===== src/rtl/scd_pkg.sv =====
// shared types and constants for the scan convergence detector
package scd_pkg;

  localparam int MAX_POINTS_DEFAULT = 1024;

  localparam int SAMPLE_W    = 24;
  localparam int TIME_W      = 22;
  localparam int TOL_W       = 40;
  localparam int INC_W       = 16;
  localparam int ACC_W       = 59;
  localparam int SQ_W        = 48;
  localparam int OUT_CNT_W   = 11;
  localparam int CFG_IDX_W   = 2;
  localparam int CFG_DATA_W  = 40;

  localparam logic [TOL_W-1:0]  TOL_RESET      = TOL_W'(274878);
  localparam logic [INC_W-1:0]  TIME_INC_RESET = INC_W'(900);
  localparam logic [TIME_W-1:0] DEADLINE_MAX   = {TIME_W{1'b1}};
  localparam logic [ACC_W-1:0]  ACC_MAX        = {ACC_W{1'b1}};

  // configuration register indexes
  localparam logic [CFG_IDX_W-1:0] CFG_TOLERANCE_SQUARED = CFG_IDX_W'(0);
  localparam logic [CFG_IDX_W-1:0] CFG_TIME_INCREMENT    = CFG_IDX_W'(1);

  // request codes
  localparam logic REQ_SAMPLE  = 1'b0;
  localparam logic REQ_RESTART = 1'b1;

  // result status codes
  localparam logic [1:0] ST_SKIPPED      = 2'd0;
  localparam logic [1:0] ST_REF_STORED   = 2'd1;
  localparam logic [1:0] ST_NOT_CONVERGED = 2'd2;
  localparam logic [1:0] ST_CONVERGED    = 2'd3;

  typedef enum logic [1:0] {
    KIND_SKIP,
    KIND_REF,
    KIND_CMP
  } scd_kind_t;

  typedef struct packed {
    logic                       req_type;
    logic [TIME_W-1:0]          scan_time;
    logic signed [SAMPLE_W-1:0] sample;
    logic                       last_point;
  } scd_point_t;

  typedef struct packed {
    logic [1:0]           status;
    logic [ACC_W-1:0]     sum_squares;
    logic [OUT_CNT_W-1:0] point_count;
  } scd_result_t;

  // per-point control carried from the front end into the accumulate pipeline
  typedef struct packed {
    logic                       emit;
    scd_kind_t                  kind;
    logic                       add;
    logic                       clr;
    logic                       resolve;
    logic [OUT_CNT_W-1:0]       count;
    logic signed [SAMPLE_W-1:0] sample;
  } scd_item_t;

  // end-of-scan decision sent back to the front end
  typedef struct packed {
    logic valid;
    logic flip;
  } scd_resolve_t;

endpackage


===== src/rtl/scd_front.sv =====
// point intake: deadline check, reference bookkeeping and bank addressing
module scd_front #(
  parameter int MAX_POINTS = scd_pkg::MAX_POINTS_DEFAULT,
  parameter int CW = $clog2(MAX_POINTS + 1),
  parameter int AW = $clog2(MAX_POINTS)
) (
  input  logic                                clk,
  input  logic                                rst,
  input  logic                                point_valid,
  input  scd_pkg::scd_point_t                 point,
  output logic                                point_stall,
  input  logic [scd_pkg::INC_W-1:0]           time_increment,
  input  logic                                take,
  input  scd_pkg::scd_resolve_t               resolve,
  output logic                                accept,
  output scd_pkg::scd_item_t                  item,
  output logic                                mem_we,
  output logic [AW:0]                         mem_waddr,
  output logic signed [scd_pkg::SAMPLE_W-1:0] mem_wdata,
  output logic                                mem_re,
  output logic [AW:0]                         mem_raddr,
  output logic [CW-1:0]                       ref_count,
  output logic                                pending
);

  localparam logic [CW-1:0] MAX_CNT = CW'(MAX_POINTS);

  logic                          have_ref;
  logic                          ref_bank;
  logic [CW-1:0]                 pidx;
  logic [scd_pkg::TIME_W-1:0]    deadline;

  logic                          new_bank;
  logic                          in_range;
  logic [CW-1:0]                 pidx_inc;
  logic                          restart;
  logic                          skip;
  logic                          ref_mode;
  logic                          cmp_mode;
  logic                          cmp_add;
  logic [scd_pkg::TIME_W:0]      deadline_sum;
  logic [scd_pkg::TIME_W-1:0]    deadline_adv;

  assign point_stall = !take || pending;
  assign accept      = point_valid && !point_stall;

  assign new_bank  = ~ref_bank;
  assign in_range  = pidx < MAX_CNT;
  assign pidx_inc  = in_range ? pidx + CW'(1) : pidx;
  assign restart   = point.req_type == scd_pkg::REQ_RESTART;
  assign skip      = !restart && (point.scan_time < deadline);
  assign ref_mode  = !restart && !skip && !have_ref;
  assign cmp_mode  = !restart && !skip && have_ref;
  assign cmp_add   = cmp_mode && (pidx < ref_count);

  assign deadline_sum = {1'b0, deadline} + (scd_pkg::TIME_W+1)'(time_increment);
  assign deadline_adv = deadline_sum[scd_pkg::TIME_W] ? scd_pkg::DEADLINE_MAX
                                                       : deadline_sum[scd_pkg::TIME_W-1:0];

  assign mem_we    = accept && ((ref_mode && in_range) || cmp_add);
  assign mem_waddr = {new_bank, pidx[AW-1:0]};
  assign mem_wdata = point.sample;
  assign mem_re    = accept && cmp_add;
  assign mem_raddr = {ref_bank, pidx[AW-1:0]};

  always_comb begin
    item.emit    = !restart && point.last_point;
    item.add     = cmp_add;
    item.clr     = restart || point.last_point;
    item.resolve = cmp_mode && point.last_point;
    item.sample  = point.sample;
    if (skip) begin
      item.kind  = scd_pkg::KIND_SKIP;
      item.count = have_ref ? scd_pkg::OUT_CNT_W'(ref_count) : '0;
    end else if (!have_ref) begin
      item.kind  = scd_pkg::KIND_REF;
      item.count = scd_pkg::OUT_CNT_W'(pidx_inc);
    end else begin
      item.kind  = scd_pkg::KIND_CMP;
      item.count = scd_pkg::OUT_CNT_W'(ref_count);
    end
  end

  always_ff @(posedge clk) begin
    if (rst) begin
      have_ref  <= 1'b0;
      ref_bank  <= 1'b0;
      ref_count <= '0;
      pidx      <= '0;
      deadline  <= scd_pkg::TIME_W'(scd_pkg::TIME_INC_RESET);
      pending   <= 1'b0;
    end else begin
      if (accept) begin
        if (restart) begin
          have_ref <= 1'b0;
          pidx     <= '0;
          deadline <= scd_pkg::TIME_W'(time_increment);
        end else if (skip) begin
          if (point.last_point) begin
            pidx <= '0;
          end
        end else if (!have_ref) begin
          if (point.last_point) begin
            ref_count <= pidx_inc;
            have_ref  <= 1'b1;
            ref_bank  <= new_bank;
            pidx      <= '0;
          end else begin
            pidx <= pidx_inc;
          end
        end else begin
          if (point.last_point) begin
            deadline <= deadline_adv;
            pidx     <= '0;
            // bank choice for the next scan waits on the convergence decision
            pending  <= 1'b1;
          end else begin
            pidx <= pidx_inc;
          end
        end
      end
      if (resolve.valid) begin
        pending <= 1'b0;
        if (resolve.flip) begin
          ref_bank <= ~ref_bank;
        end
      end
    end
  end

endmodule


===== config.mk =====
export PLATFORM = sky130hd
export DESIGN_NAME = scd_front
export DESIGN_NICKNAME = d
export VERILOG_FILES = /design/src/rtl/scd_pkg.sv /design/src/rtl/scd_front.sv
export SDC_FILE = /design/constraint.sdc
export NUM_CORES = 1
export LEC_CHECK = 0
export BUFFER_PORTS_ARGS = -buffer_cell sky130_fd_sc_hd__buf_4
export CAP_MARGIN = 15
export CORE_AREA = 8 8 110 112
export CTS_BUF_LIST = sky130_fd_sc_hd__clkbuf_4 sky130_fd_sc_hd__clkbuf_8
export DETAILED_ROUTE_END_ITERATION = 16
export DIE_AREA = 0 0 118 120
export PLACE_DENSITY = 0.78
export SLEW_MARGIN = 20
export SYNTH_ARGS = -nofsm -noshare
export SYNTH_HDL_FRONTEND = slang
export SYNTH_SLANG_ARGS = --single-unit

===== constraint.sdc =====
create_clock -name clk -period 3.51 [get_ports clk]
set_clock_uncertainty 0.05 [all_clocks]
set_input_delay 0.8775 -clock clk [delete_from_list [all_inputs] [get_ports clk]]
set_output_delay 0.8775 -clock clk [all_outputs]
set_load 0.005 [all_outputs]

# Word-level counts from Yosys, hierarchy flattened
# Index checks and enable logic that the tools add are counted.
dict set report totals {
  reg_bits 47
  inputBits 70
  out_inout_bits 103
  wordCells 70
}
dict set report classes {
  addsub 2
  order_cmp 3
  eq_ne 2
  mux 26
  bitwise 4
  n_reduce_logical 27
}
# op count
set op_table {}
lappend op_table {{22-bit 2-to-1 mux} 5}
lappend op_table {{11-bit 2-to-1 mux} 8}
lappend op_table {{22-bit by 16-bit adder with 23-bit output} 1}
lappend op_table {{22-bit < comparator} 1}
lappend op_table {{11-bit by 1-bit adder with 11-bit output, second input constant} 1}
lappend op_table {{1-bit logical AND} 11}
lappend op_table {{11-bit < comparator} 1}
lappend op_table {{11-bit < comparator, second input constant} 1}
lappend op_table {{1-bit 2-to-1 mux} 11}
lappend op_table {{5-bit AND reduction} 2}
lappend op_table {{1-bit logical NOT} 5}
lappend op_table {{2-bit 2-to-1 mux} 2}
lappend op_table {{1-bit NOT} 4}
lappend op_table {{2-bit AND reduction} 2}
lappend op_table {{4-bit AND reduction} 1}
lappend op_table {{2-bit nonzero test} 2}
lappend op_table {{1-bit logical OR} 3}
lappend op_table {{3-bit != test, second input constant} 1}
lappend op_table {{2-bit != test, second input constant} 1}
lappend op_table {{2-bit OR reduction} 1}

# Logic depth before layout (Yosys ltp)
dict set report depth {
  word_depth 8
  mapped_depth 11
  depth_no_buf 9
}

# Worst setup path after synthesis
# No wires, ideal clock.
dict set report synth_path {
  path_type {input to output}
  from {input port point[44] (netlist bit)}
  to {output port item[25] (netlist bit)}
  arrival_time_ns 2.684
  required_time_ns 2.582
  slack_ns -0.102
  path_stages 8
  path_buffers 1
  path_cell_list {ha_1 a21o_1 a21oi_1 nor2b_1 a2111o_1 nor3_1 buf_2 o31ai_1}
}
# item line
set synth_rtl {}
lappend synth_rtl {{from (decl)} scd_front.sv:10} ;# input scd_pkg::scd_point_t point,
lappend synth_rtl {{to (decl)} scd_front.sv:16} ;# output scd_pkg::scd_item_t item,

==> results.txt <==
status: complete, but fails checks
failing checks: setup timing
post-synth top area share: 19.81%
Avg Cell Area, Syn: 8.147 um^2
Max Buffers Root-to-Sink: 2
number of CTS-inserted buffers: 5
Via Count: 4511
f_max: 0.2722 GHz
Antenna Violating Nets Remaining: 0
Post-route DRC: 0
Seq/Total Area, Yosys: 19.81%
RSZ-0062 raised after global routing: yes
# diodes: 0
power consumption: 1.356 mW
commonest non-fill, non-tap cell in the layout: buf_4
Worst IR Drop VDD: 0.1950 mV
initial antenna violation count: 0
DR vias/cell: 5.836
CTS tree: done
Worst EP required: 2.58 ns
Final Hold Fails: 0
Worst Setup Path Type: input pin to output port
ys async rst share: 0%
Yosys reg bits: 47
uppermost layer routed: met4
core box area: 0.01051 mm^2
Setup crit end kind: output port
Rel. slew slack: 54.05%
Wirelength per Cell: 17.88 um
# setup viols final: 16
most frequent cells in the layout: buf_4 (123), nor2_1 (55), dfxtp_1 (46), inv_1 (40)
setup slack after layout: -0.1640 ns
Netlist Area Pre-Place: 0.004750 mm^2
pre-CTS WS: -0.2986 ns
CP startpoint kind: input pin
DRT Pass-1 Iters: 5
HP Class: register to register
clock sinks: 47
min Tclk post-route: 3.674 ns
final wirelength: 13820 um
Area contributors post-synth: dfxtp_1 (20%), ha_1 (13%), buf_4 (12%)
largest family of logic cells by synthesized area: compound AO/OA/AOI/OAI gates
Worst Path Max Fanout: 7
WL met2: 7200 um
global-route usage over all layers: 18.59%
clk root buf: clkbuf_8
CP bufs+invs: 5
multiplexer share of the synthesized area: 0.4742%
Synth area leader: dfxtp_1
hold_ws: 0.4585 ns
net count after synthesis: 702
DPL Wire Length: 10210 um
die area: 0.01416 mm^2
xor/xnor share of the synthesized area: 3.504%
CTS Hold Buffers Added: 0
Synth Area in Adders: 13.07%
Post-Synthesis Cells: 583
Worst path top cell family by delay: buffers and inverters
die width: 118 um
Row Count: 38
Crit path top cell by count: buf_4
Routability Congestion: 0.8742
global-route wire length before repair: 22330 um
clock slew at reported path FFs: 0.09 ns
# port buffers: 100
max incr delay on CP: 0.26 ns
P per Cell Area: 233.0 mW/mm^2
Post-Layout Cell Count: 773
met1 wire length: 5391 um
Die H: 120 um
CP cell instances: buf_6 -> ha_4 -> nand4_1 -> buf_4 -> nor4_4 -> buf_4 -> a31o_4 -> nor3_4 -> buf_8 -> o31ai_4 -> buf_4
cell leakage power: 2.403 nW
Area Overhead vs Synth: 22.50%
Compound-Gate Fraction of Synth Area: 27.95%
worst skew pair latency: 0.31 ns
drt initial violations: 181
fillers: 914
dpl cells: 755
worst slew pin tran: 0.6886 ns
final max-slew violation count: 0
fin crit share: 104.7%
vias in the first global route: 4640
I/O Pins: 173
nets@finish: 751
remaining global-route overflow: 0
largest net degree at the start of global routing: 39
met3 wire length: 926 um
Synth Warn #: 0
Post-synth EDFFs: 0
Synth Flop Type: dfxtp_1
Arr. time, crit path: 2.75 ns
Starting Density: 45.20%
maxcap violations: 0
Synth Area in Simple Gates: 18.10%
Yosys cell types: 67
CTS HTree Levels: 2
Critical Path Slowest Stage Cell: ha_4
layout cells sized above 1: 35.39%
==> flip-flops by register name (all words and copies together), names as in the netlist <==
register	flops
ref_count	11
deadline	22
pidx	11
pending	1
ref_bank	1
have_ref	1
==> cells in the mapped netlist, drive strengths merged, types with 2 or more instances <==
master,number
inv,40
o31ai,12
a211oi,13
a2111oi,2
a21o,14
o21a,5
clkbuf,13
nor4,4
or2,5
or3,4
and3,5
a22o,2
mux2,2
ha,48
dfxtp,47
o2bb2ai,6
xor2,10
nor2,57
o22ai,6
nand3,13
o21ai,20
a311o,2
nor3,10
o211ai,4
o22a,4
a32o,2
nand4,18
o41ai,13
xnor2,9
nor2b,5
nand2b,7
a2111o,2
nand2,33
a31oi,10
and2,6
buf,81
a21oi,34
a211o,2
==> metrics by stage <==
stage          setup TNS (ns)  cell area (um^2)  util (%)
4_1_cts                -1.522              5695     54.20
5_1_grt                -3.400              5818     55.37
3_5_place_dp           -4.163              5230     49.77
2_1_floorplan               0              4757         -
3_3_place_gp           -3.174              5230     49.77
6_report               -1.923              5818     55.37
==> worst paths after layout <==
kind	startpoint	endpoint	slack (ns)	cells past startpoint
worst max-delay path	point[38]	item[29]	-0.16	11
worst min-delay path	deadline[5]	deadline[5]	0.46	2
worst max register to register	deadline[13]	ref_count[5]	0.42	15
worst min register to register	deadline[5]	deadline[5]	0.46	2
==> metal layers <==
layer | track usage, % | up-vias
li1 | - | 2142
met1 | 19.93 | 2139
met2 | 34.66 | 196
met3 | 4.838 | 34
met4 | 6.485 | 0
met5 | 0 | -
==> report_power, final <==
group	leakage (nW)	switching (mW)	internal, mW
Clock	0.0443	0.207	0.143
Sequential	0.382	0.0157	0.548
Combinational	1.98	0.236	0.206
==> area by class of cell <==
class,instances,area [um^2],area share (%)
timing repair buffer,136,1082,18.60
tap,140,175.2,3.011
clock buffer,5,68.82,1.183
clock inverter,3,25.02,0.4301
multi-input combinational,401,3371,57.94
inverter,41,153.9,2.645
sequential,47,942.2,16.19
==> logic make-up after synthesis <==
kind of cell,count (synthesis)
compound gates,161
mux,2
fa+ha+maj,49
flops,47
simple gates,170
xor+xnor,19
buf+inv,135
==> what timing repair did <==
action	CTS	global route
hold endpoints to repair	0	0
pin swaps	29	8
setup buffers	4	5
setup endpoints to repair	17	17
gates resized for setup	50	15
gates cloned	1	0
==> worst reg2reg max path: stages (launching register included) <==
cell and delay, ns:
dfxtp_1 0.39, inv_1 0.09, ha_4 0.28, nand4_1 0.20
buf_4 0.21, nor4_4 0.16, buf_4 0.17, buf_4 0.09
buf_4 0.09, buf_4 0.10, a2111oi_4 0.06, buf_4 0.18
a211oi_4 0.35, buf_4 0.29, nor2_1 0.09, a211oi_2 0.20
Note: power is estimated with default switching activity, not from simulation.
