### config.mk
export PLATFORM = sky130hd
export DESIGN_NAME = scd_accum
export DESIGN_NICKNAME = d
export VERILOG_FILES = /design/src/rtl/scd_pkg.sv /design/src/rtl/scd_accum.sv
export SDC_FILE = /design/constraint.sdc
export NUM_CORES = 2
export LEC_CHECK = 0
export BUFFER_PORTS_ARGS = -buffer_cell sky130_fd_sc_hd__buf_4
export CAP_MARGIN = 40
export CORE_MARGIN = 3
export CORE_UTILIZATION = 40
export CTS_BUF_LIST = sky130_fd_sc_hd__clkbuf_8
export DETAILED_ROUTE_END_ITERATION = 8
export GPL_ROUTABILITY_DRIVEN = 0
export MAX_ROUTING_LAYER = met4
export SLEW_MARGIN = 40
export SYNTH_ARGS = -nofsm -noshare
export SYNTH_HDL_FRONTEND = slang
export SYNTH_SLANG_ARGS = --single-unit
export TNS_END_PERCENT = 30
### constraint.sdc
create_clock -name clk -period 16.7 [get_ports clk]
set_input_delay 3.34 -clock clk [delete_from_list [all_inputs] [get_ports clk]]
set_output_delay 3.34 -clock clk [all_outputs]
set_load 0.02 [all_outputs]
### src/rtl/scd_pkg.sv
// shared types and constants for the scan convergence detector
package scd_pkg;

  localparam int MAX_POINTS_DEFAULT = 1024;

  localparam int SAMPLE_W    = 24;
  localparam int TIME_W      = 22;
  localparam int TOL_W       = 40;
  localparam int INC_W       = 16;
  localparam int ACC_W       = 59;
  localparam int SQ_W        = 48;
  localparam int OUT_CNT_W   = 11;
  localparam int CFG_IDX_W   = 2;
  localparam int CFG_DATA_W  = 40;

  localparam logic [TOL_W-1:0]  TOL_RESET      = TOL_W'(274878);
  localparam logic [INC_W-1:0]  TIME_INC_RESET = INC_W'(900);
  localparam logic [TIME_W-1:0] DEADLINE_MAX   = {TIME_W{1'b1}};
  localparam logic [ACC_W-1:0]  ACC_MAX        = {ACC_W{1'b1}};

  // configuration register indexes
  localparam logic [CFG_IDX_W-1:0] CFG_TOLERANCE_SQUARED = CFG_IDX_W'(0);
  localparam logic [CFG_IDX_W-1:0] CFG_TIME_INCREMENT    = CFG_IDX_W'(1);

  // request codes
  localparam logic REQ_SAMPLE  = 1'b0;
  localparam logic REQ_RESTART = 1'b1;

  // result status codes
  localparam logic [1:0] ST_SKIPPED      = 2'd0;
  localparam logic [1:0] ST_REF_STORED   = 2'd1;
  localparam logic [1:0] ST_NOT_CONVERGED = 2'd2;
  localparam logic [1:0] ST_CONVERGED    = 2'd3;

  typedef enum logic [1:0] {
    KIND_SKIP,
    KIND_REF,
    KIND_CMP
  } scd_kind_t;

  typedef struct packed {
    logic                       req_type;
    logic [TIME_W-1:0]          scan_time;
    logic signed [SAMPLE_W-1:0] sample;
    logic                       last_point;
  } scd_point_t;

  typedef struct packed {
    logic [1:0]           status;
    logic [ACC_W-1:0]     sum_squares;
    logic [OUT_CNT_W-1:0] point_count;
  } scd_result_t;

  // per-point control carried from the front end into the accumulate pipeline
  typedef struct packed {
    logic                       emit;
    scd_kind_t                  kind;
    logic                       add;
    logic                       clr;
    logic                       resolve;
    logic [OUT_CNT_W-1:0]       count;
    logic signed [SAMPLE_W-1:0] sample;
  } scd_item_t;

  // end-of-scan decision sent back to the front end
  typedef struct packed {
    logic valid;
    logic flip;
  } scd_resolve_t;

endpackage

### src/rtl/scd_accum.sv
// squared-difference pipeline, saturating accumulator and result register
module scd_accum #(
  parameter int CW = 11
) (
  input  logic                                clk,
  input  logic                                rst,
  input  logic                                accept,
  input  scd_pkg::scd_item_t                  item,
  input  logic signed [scd_pkg::SAMPLE_W-1:0] rdata,
  input  logic [scd_pkg::TOL_W-1:0]           tolerance,
  input  logic [CW-1:0]                       ref_count,
  output logic                                take,
  output scd_pkg::scd_resolve_t               resolve,
  output logic                                result_valid,
  input  logic                                result_stall,
  output scd_pkg::scd_result_t                result
);

  localparam int PW   = scd_pkg::TOL_W + CW;
  localparam int CMPW = (PW > scd_pkg::ACC_W) ? PW : scd_pkg::ACC_W;

  logic                                v1;
  scd_pkg::scd_item_t                  it1;
  logic                                v2;
  scd_pkg::scd_item_t                  it2;
  logic [scd_pkg::SQ_W-1:0]            sq2;
  logic [PW-1:0]                       prod2;
  logic [scd_pkg::ACC_W-1:0]           acc;

  logic signed [scd_pkg::SAMPLE_W:0]   diff;
  logic [scd_pkg::SAMPLE_W-1:0]        mag;
  logic [scd_pkg::SQ_W-1:0]            sq1;
  logic [PW-1:0]                       prod1;
  logic [scd_pkg::ACC_W:0]             acc_wide;
  logic [scd_pkg::ACC_W-1:0]           sum;
  logic                                conv;
  logic                                adv2;
  logic                                move2;
  logic [1:0]                          status;

  // stage 1: difference against the stored reference point, and its square
  assign diff  = {rdata[scd_pkg::SAMPLE_W-1], rdata}
               - {it1.sample[scd_pkg::SAMPLE_W-1], it1.sample};
  assign mag   = diff[scd_pkg::SAMPLE_W] ? scd_pkg::SAMPLE_W'(-diff)
                                         : diff[scd_pkg::SAMPLE_W-1:0];
  assign sq1   = scd_pkg::SQ_W'(mag) * scd_pkg::SQ_W'(mag);
  // ref_count is stable while the final point of a compared scan is in flight
  assign prod1 = PW'(tolerance) * PW'(ref_count);

  // stage 2: saturating accumulate and convergence test
  assign acc_wide = {1'b0, acc} + (scd_pkg::ACC_W+1)'(it2.add ? sq2 : '0);
  assign sum      = acc_wide[scd_pkg::ACC_W] ? scd_pkg::ACC_MAX
                                             : acc_wide[scd_pkg::ACC_W-1:0];
  assign conv     = CMPW'(sum) < CMPW'(prod2);

  assign adv2  = !v2 || !it2.emit || !result_valid || !result_stall;
  assign move2 = v2 && adv2;
  assign take  = !v1 || adv2;

  assign resolve.valid = move2 && it2.resolve;
  assign resolve.flip  = !conv;

  always_comb begin
    unique case (it2.kind)
      scd_pkg::KIND_SKIP: status = scd_pkg::ST_SKIPPED;
      scd_pkg::KIND_REF:  status = scd_pkg::ST_REF_STORED;
      scd_pkg::KIND_CMP:  status = conv ? scd_pkg::ST_CONVERGED : scd_pkg::ST_NOT_CONVERGED;
      default:            status = scd_pkg::ST_SKIPPED;
    endcase
  end

  always_ff @(posedge clk) begin
    if (rst) begin
      v1 <= 1'b0;
      v2 <= 1'b0;
    end else begin
      if (take) begin
        v1 <= accept;
      end
      if (adv2) begin
        v2 <= v1;
      end
    end
  end

  always_ff @(posedge clk) begin
    if (accept) begin
      it1 <= item;
    end
    if (adv2 && v1) begin
      it2   <= it1;
      sq2   <= sq1;
      prod2 <= prod1;
    end
  end

  always_ff @(posedge clk) begin
    if (rst) begin
      acc <= '0;
    end else if (move2) begin
      acc <= it2.clr ? '0 : sum;
    end
  end

  always_ff @(posedge clk) begin
    if (rst) begin
      result_valid <= 1'b0;
    end else if (move2 && it2.emit) begin
      result_valid <= 1'b1;
    end else if (!result_stall) begin
      result_valid <= 1'b0;
    end
  end

  always_ff @(posedge clk) begin
    if (move2 && it2.emit) begin
      result.status      <= status;
      result.sum_squares <= (it2.kind == scd_pkg::KIND_CMP) ? sum : '0;
      result.point_count <= it2.count;
    end
  end

endmodule
Yosys cells after proc, flatten, opt, wreduce, memory -nomap -nowiden

Index checks and enable logic that the tools add are counted.

Bits in registers: 291
Bits in latches: 0
Input port bits: 120
Memory bits (writable): 0
Memories: 0
Memory bits (read-only): 0

Mux-type cells: 8
Multipliers: 2
Bitwise logic cells: 0
Div/mod/pow operators: 0
$add $sub $neg: 3
$lt $le $gt $ge: 1
Reductions and logical operators: 14
Shift-type cells: 0
Equal/unequal tests: 3

Operators by type and width:

| kind                 | number |
|---|---|
| $mux W59             | 2 |
| $add A59 B48 Y60     | 1 |
| $lt A59 B51 Y1       | 1 |
| $mul A40 B11 Y51     | 1 |
| $mul A24 B24 Y48     | 1 |
| $mux W48             | 1 |
| $sub A24 B24 Y25     | 1 |
| $mux W24             | 1 |
| $neg A24 Y24         | 1 |
| $logic_not A1 Y1     | 6 |
| $logic_and A1 B1 Y1  | 4 |
| $logic_or A1 B1 Y1   | 4 |
| $pmux W2 S2          | 1 |
| $mux W1              | 3 |
| $eq A2 B1 Y1 const B | 1 |
| $eq A2 B2 Y1 const B | 1 |
| $ne A2 B1 Y1 const B | 1 |

Logic depth before layout (Yosys ltp)

Depth after elaboration: 7
Gate-level depth with buffers: 41

Worst setup path before layout

No wires, ideal clock.

Path kind: input port to flip-flop
From: input port rdata[0] (netlist bit)
To: register sq2[46] (netlist bit) (data pin)
Data required time: 16439 ps
Buffers on the path: 1
Setup time: 261 ps
Setup slack: 3604 ps
Data arrival time: 12835 ps
Cell stages on the path: 36
Cells stage by stage: inv_1 -> ha_1 -> fa_1 -> nor2b_4 -> o31ai_1 -> a211o_1 -> and2_2 -> a311oi_4 -> o21ai_2 -> nor4b_4 -> a21oi_1 -> xor2_1 -> clkbuf_1 -> nor2_1 -> fa_1 -> fa_1 -> fa_1 -> inv_1 -> fa_1 -> inv_1 -> fa_1 -> fa_1 -> inv_1 -> fa_1 -> inv_1 -> ha_1 -> a21o_1 -> a21o_1 -> a21o_1 -> a21o_1 -> a211oi_1 -> nor2_1 -> o311a_1 -> o41a_1 -> a31o_2 -> o311a_1

Word-level cells in the longest chain between the ends: 4

Ends and longest elaborated chain:

| what                 | RTL line        | source |
|---|---|---|
| start, declared      | scd_accum.sv:9  | `input logic signed [scd_pkg::SAMPLE_W-1:0] rdata,` |
| $sub A24 B24 Y25 (*) | scd_accum.sv:43 | `- {it1.sample[scd_pkg::SAMPLE_W-1], it1.sample};` |
| $neg A24 Y24         | scd_accum.sv:44 | `assign mag = diff[scd_pkg::SAMPLE_W] ? scd_pkg::SAMPLE_W'(-diff)` |
| $mux W24 (*)         | scd_accum.sv:44 |  |
| $mul A24 B24 Y48 (*) | scd_accum.sv:46 | `assign sq1 = scd_pkg::SQ_W'(mag) * scd_pkg::SQ_W'(mag);` |
| net sq1, one bit     | scd_accum.sv:32 | `logic [scd_pkg::SQ_W-1:0] sq1;` |
| end signal, assigned | scd_accum.sv:92 | `sq2 <= sq1;` |
| end, declared        | scd_accum.sv:26 | `logic [scd_pkg::SQ_W-1:0] sq2;` |

Mark *: on every way through the listed nets, which the timed path passes. The rest lies on a longest branch.
A chain may end at the register's enable or synchronous reset.

Final worst setup path

From: input port rdata[1] (netlist bit)
To: register sq2[47] (netlist bit) (data pin)

Same word-level chain as after synthesis.

==> summary.txt <==
Outcome
  • Status: finished clean

Timing
  • Upper clock frequency limit: 71.9 MHz
  • RSZ-0062 raised after global routing: no
  • Final Hold Violating Endpoints: 0
  • Slew Viols, Final: 0
  • Final period utilization: 0.833
  • Worst-Margin Slew: 864 ps
  • Setup WS post-layout: 2790 ps
  • Setup-failing EPs final: 0
  • Final setup TNS: 0 ps
  • Fin Clk Skew: 56.1 ps
  • Tmin final: 13910 ps
  • Slew HR: 0.423

Floorplan
  • Rows: 122
  • Initial Util: 0.406
  • Die footprint: 117000 um^2
  • Area of the core: 112000 um^2
  • Die H: 343 um
  • Width of the die: 343 um
  • Ports: 196

GRT
  • Gr usage total: 0.210
  • Grt total ovfl: 0
  • First-pass GRT wire length: 191000 um
  • Vias in the first global route: 35400
  • Largest net degree at the start of global routing: 73
  • Initial antenna violation count: 4

Worst setup path
  • Crit path DAT: 14330 ps
  • Worst setup path startpoint: rdata[1]
  • Critical R2R Launch: it1[1]
  • Slowest cell on the critical path: fa_1
  • CP Capture Type: flop
  • Critical path required time: 17120 ps
  • Worst-path fanout max: 13
  • Peak per-stage delay on the critical path: 610 ps
  • Critical path class: input pin to flop
  • Setup crit start kind: input pin

CTS
  • Clk Latency, worst-skew pair: 680 ps
  • Root Driver: clkbuf_8
  • CTS clk-pin slew, worst paths: 60 ps
  • Sink Count: 290
  • CTS buffer count: 50
  • Max Root-Sink Buffers: 3
  • H-tree depth: 2
  • Post-cts sizing count: 0
  • Postcts setup bufs: 0
  • Post-CTS Hold Fix Bufs: 0
  • TritonCTS clock tree: done

Finish
  • Synth-to-Final Area Change: 8.93%
  • Nets: 6190
  • Post-route cell area: 49300 um^2
  • Share of cells above drive strength 1: 0.0788
  • Layout Cells excl Fill: 6451

Synthesis
  • Synth warnings: 0
  • Unique masters post-synth: 102
  • Synth cell count leaders: inv_1 (927), fa_1 (764), nand2_1 (568), ha_1 (385), nor2_1 (313)
  • Post-synth EDFFs: 228
  • Most common cell in the synthesized netlist: inv_1
  • Synthesized net count: 6116
  • Top cell type's share of synthesized area: 0.338
  • Sequential area share after synthesis: 0.179
  • Top_reg_cell synth: edfxtp_1
  • Post-synthesis cell area: 45300 um^2
  • Syn Area/Cell: 9.35 um^2
  • Top cells by area, synth: fa_1 (34%), edfxtp_1 (15%), ha_1 (11%), inv_1 (7.7%), nand2_1 (4.7%)
  • Cell taking the most area after synthesis: fa_1
  • Synth async-reset ratio: 0
  • Synthesized instance count: 4847
  • Seq cells post-synth: 290

Worst hold path
  • Worst min path class: flop to flop
  • Hold_sp: it1[33]

Routing
  • Final ANT Viol Nets: 0
  • Via count: 33600
  • Vias per std cell: 5.21
  • DR WL/cell: 18.0 um
  • DR iter-0 viols: 2325
  • Drt pass-1 iters: 6
  • Drt drc: 0
  • Final wirelength: 116000 um

Placement
  • Placed Cells: 6356
  • Detail Placement HPWL: 93100 um
  • Place WS: 2170 ps
  • Area after DPL: 48200 um^2
  • Port Buffer Count: 195

Flow run
  • Max_cap viols: 0
## routing by layer
| metal | global-route usage | routed length (um) | vias up | share of wire |
|---|---|---|---|---|
| li1 | - | - | 15600 | - |
| met3 | 0.0280 | 6750 | 160 | 0.058 |
| met4 | 0.0566 | 3230 | 0 | 0.028 |
| met2 | 0.331 | 54500 | 902 | 0.47 |
| met1 | 0.286 | 51700 | 16900 | 0.45 |
| met5 | - | 0 | - | 0 |
## flip-flops by register name (all words and copies together) (netlist names)
| name | cells |
|---|---|
| sq2 | 47 |
| acc | 59 |
| v2 | 1 |
| prod2 | 51 |
| it2 | 17 |
| result | 72 |
| result_valid | 1 |
| v1 | 1 |
| it1 | 41 |
## area by class of cell
| type | count | area (um^2) |
|---|---|---|
| repair buffers | 228 | 1740 |
| well taps | 1488 | 1860 |
| flip-flops and latches | 290 | 8090 |
| inverters | 932 | 3500 |
| fillers | 10800 | 62200 |
| diodes | 1 | 2.50 |
| clock buffers | 58 | 798 |
| clock inverters | 35 | 332 |
| multi-input cells | 3419 | 33000 |
## worst paths after layout
path,to,slack [ps],cells after the start
worst min-delay path,it2[33],420,0
worst max-delay path,sq2[47],2790,38
worst min register to register,it2[33],420,0
worst max register to register,sq2[47],5150,38
## stage by stage
| step | utilization | hold WS [ps] |
|---|---|---|
| final | 0.442 | 415 |
| after global routing | 0.442 | 415 |
| after global placement | 0.431 | 400 |
| after CTS | 0.442 | 399 |
| after floorplan | - | 400 |
| after detailed placement | 0.432 | 405 |
## critical path: cells and delay by family
family          cells  cell delay (ps)
buf+inv             9             1200
simple gates        5             1360
xor+xnor            2              570
fa+ha+maj           9             4200
compound gates     13             3590
## kinds of logic (layout without fill, tap and decap cells)
logic type               count (synthesis)  in the layout  synth area share
AO/OA/AOI/OAI                          708            708             0.104
multiplexers                            10             10           0.00229
AND/OR/NAND/NOR                       1392           1392             0.144
other                                    0              1                 0
adder cells (fa/ha/maj)               1149           1149             0.444
buffers and inverters                 1138           1253            0.0955
XOR/XNOR                               160            160            0.0321
flip-flops                             290            290             0.179
## layout by cell type (no fill, tap or decap), types with 54 or more instances in the layout
cell type,synthesis,final
nor2_1,313,311
ha_1,385,385
nand2_1,568,567
and2_1,208,207
a21o_1,119,118
o21ai_0,99,99
xor2_1,57,54
dfxtp_1,62,62
buf_4,1,225
fa_1,764,764
inv_1,927,935
a21oi_1,226,223
clkbuf_8,0,58
edfxtp_1,228,228
xnor2_1,97,96
Power is not shown: default switching activity piles up to over one toggle a cycle in this logic, so the estimate is an artifact.
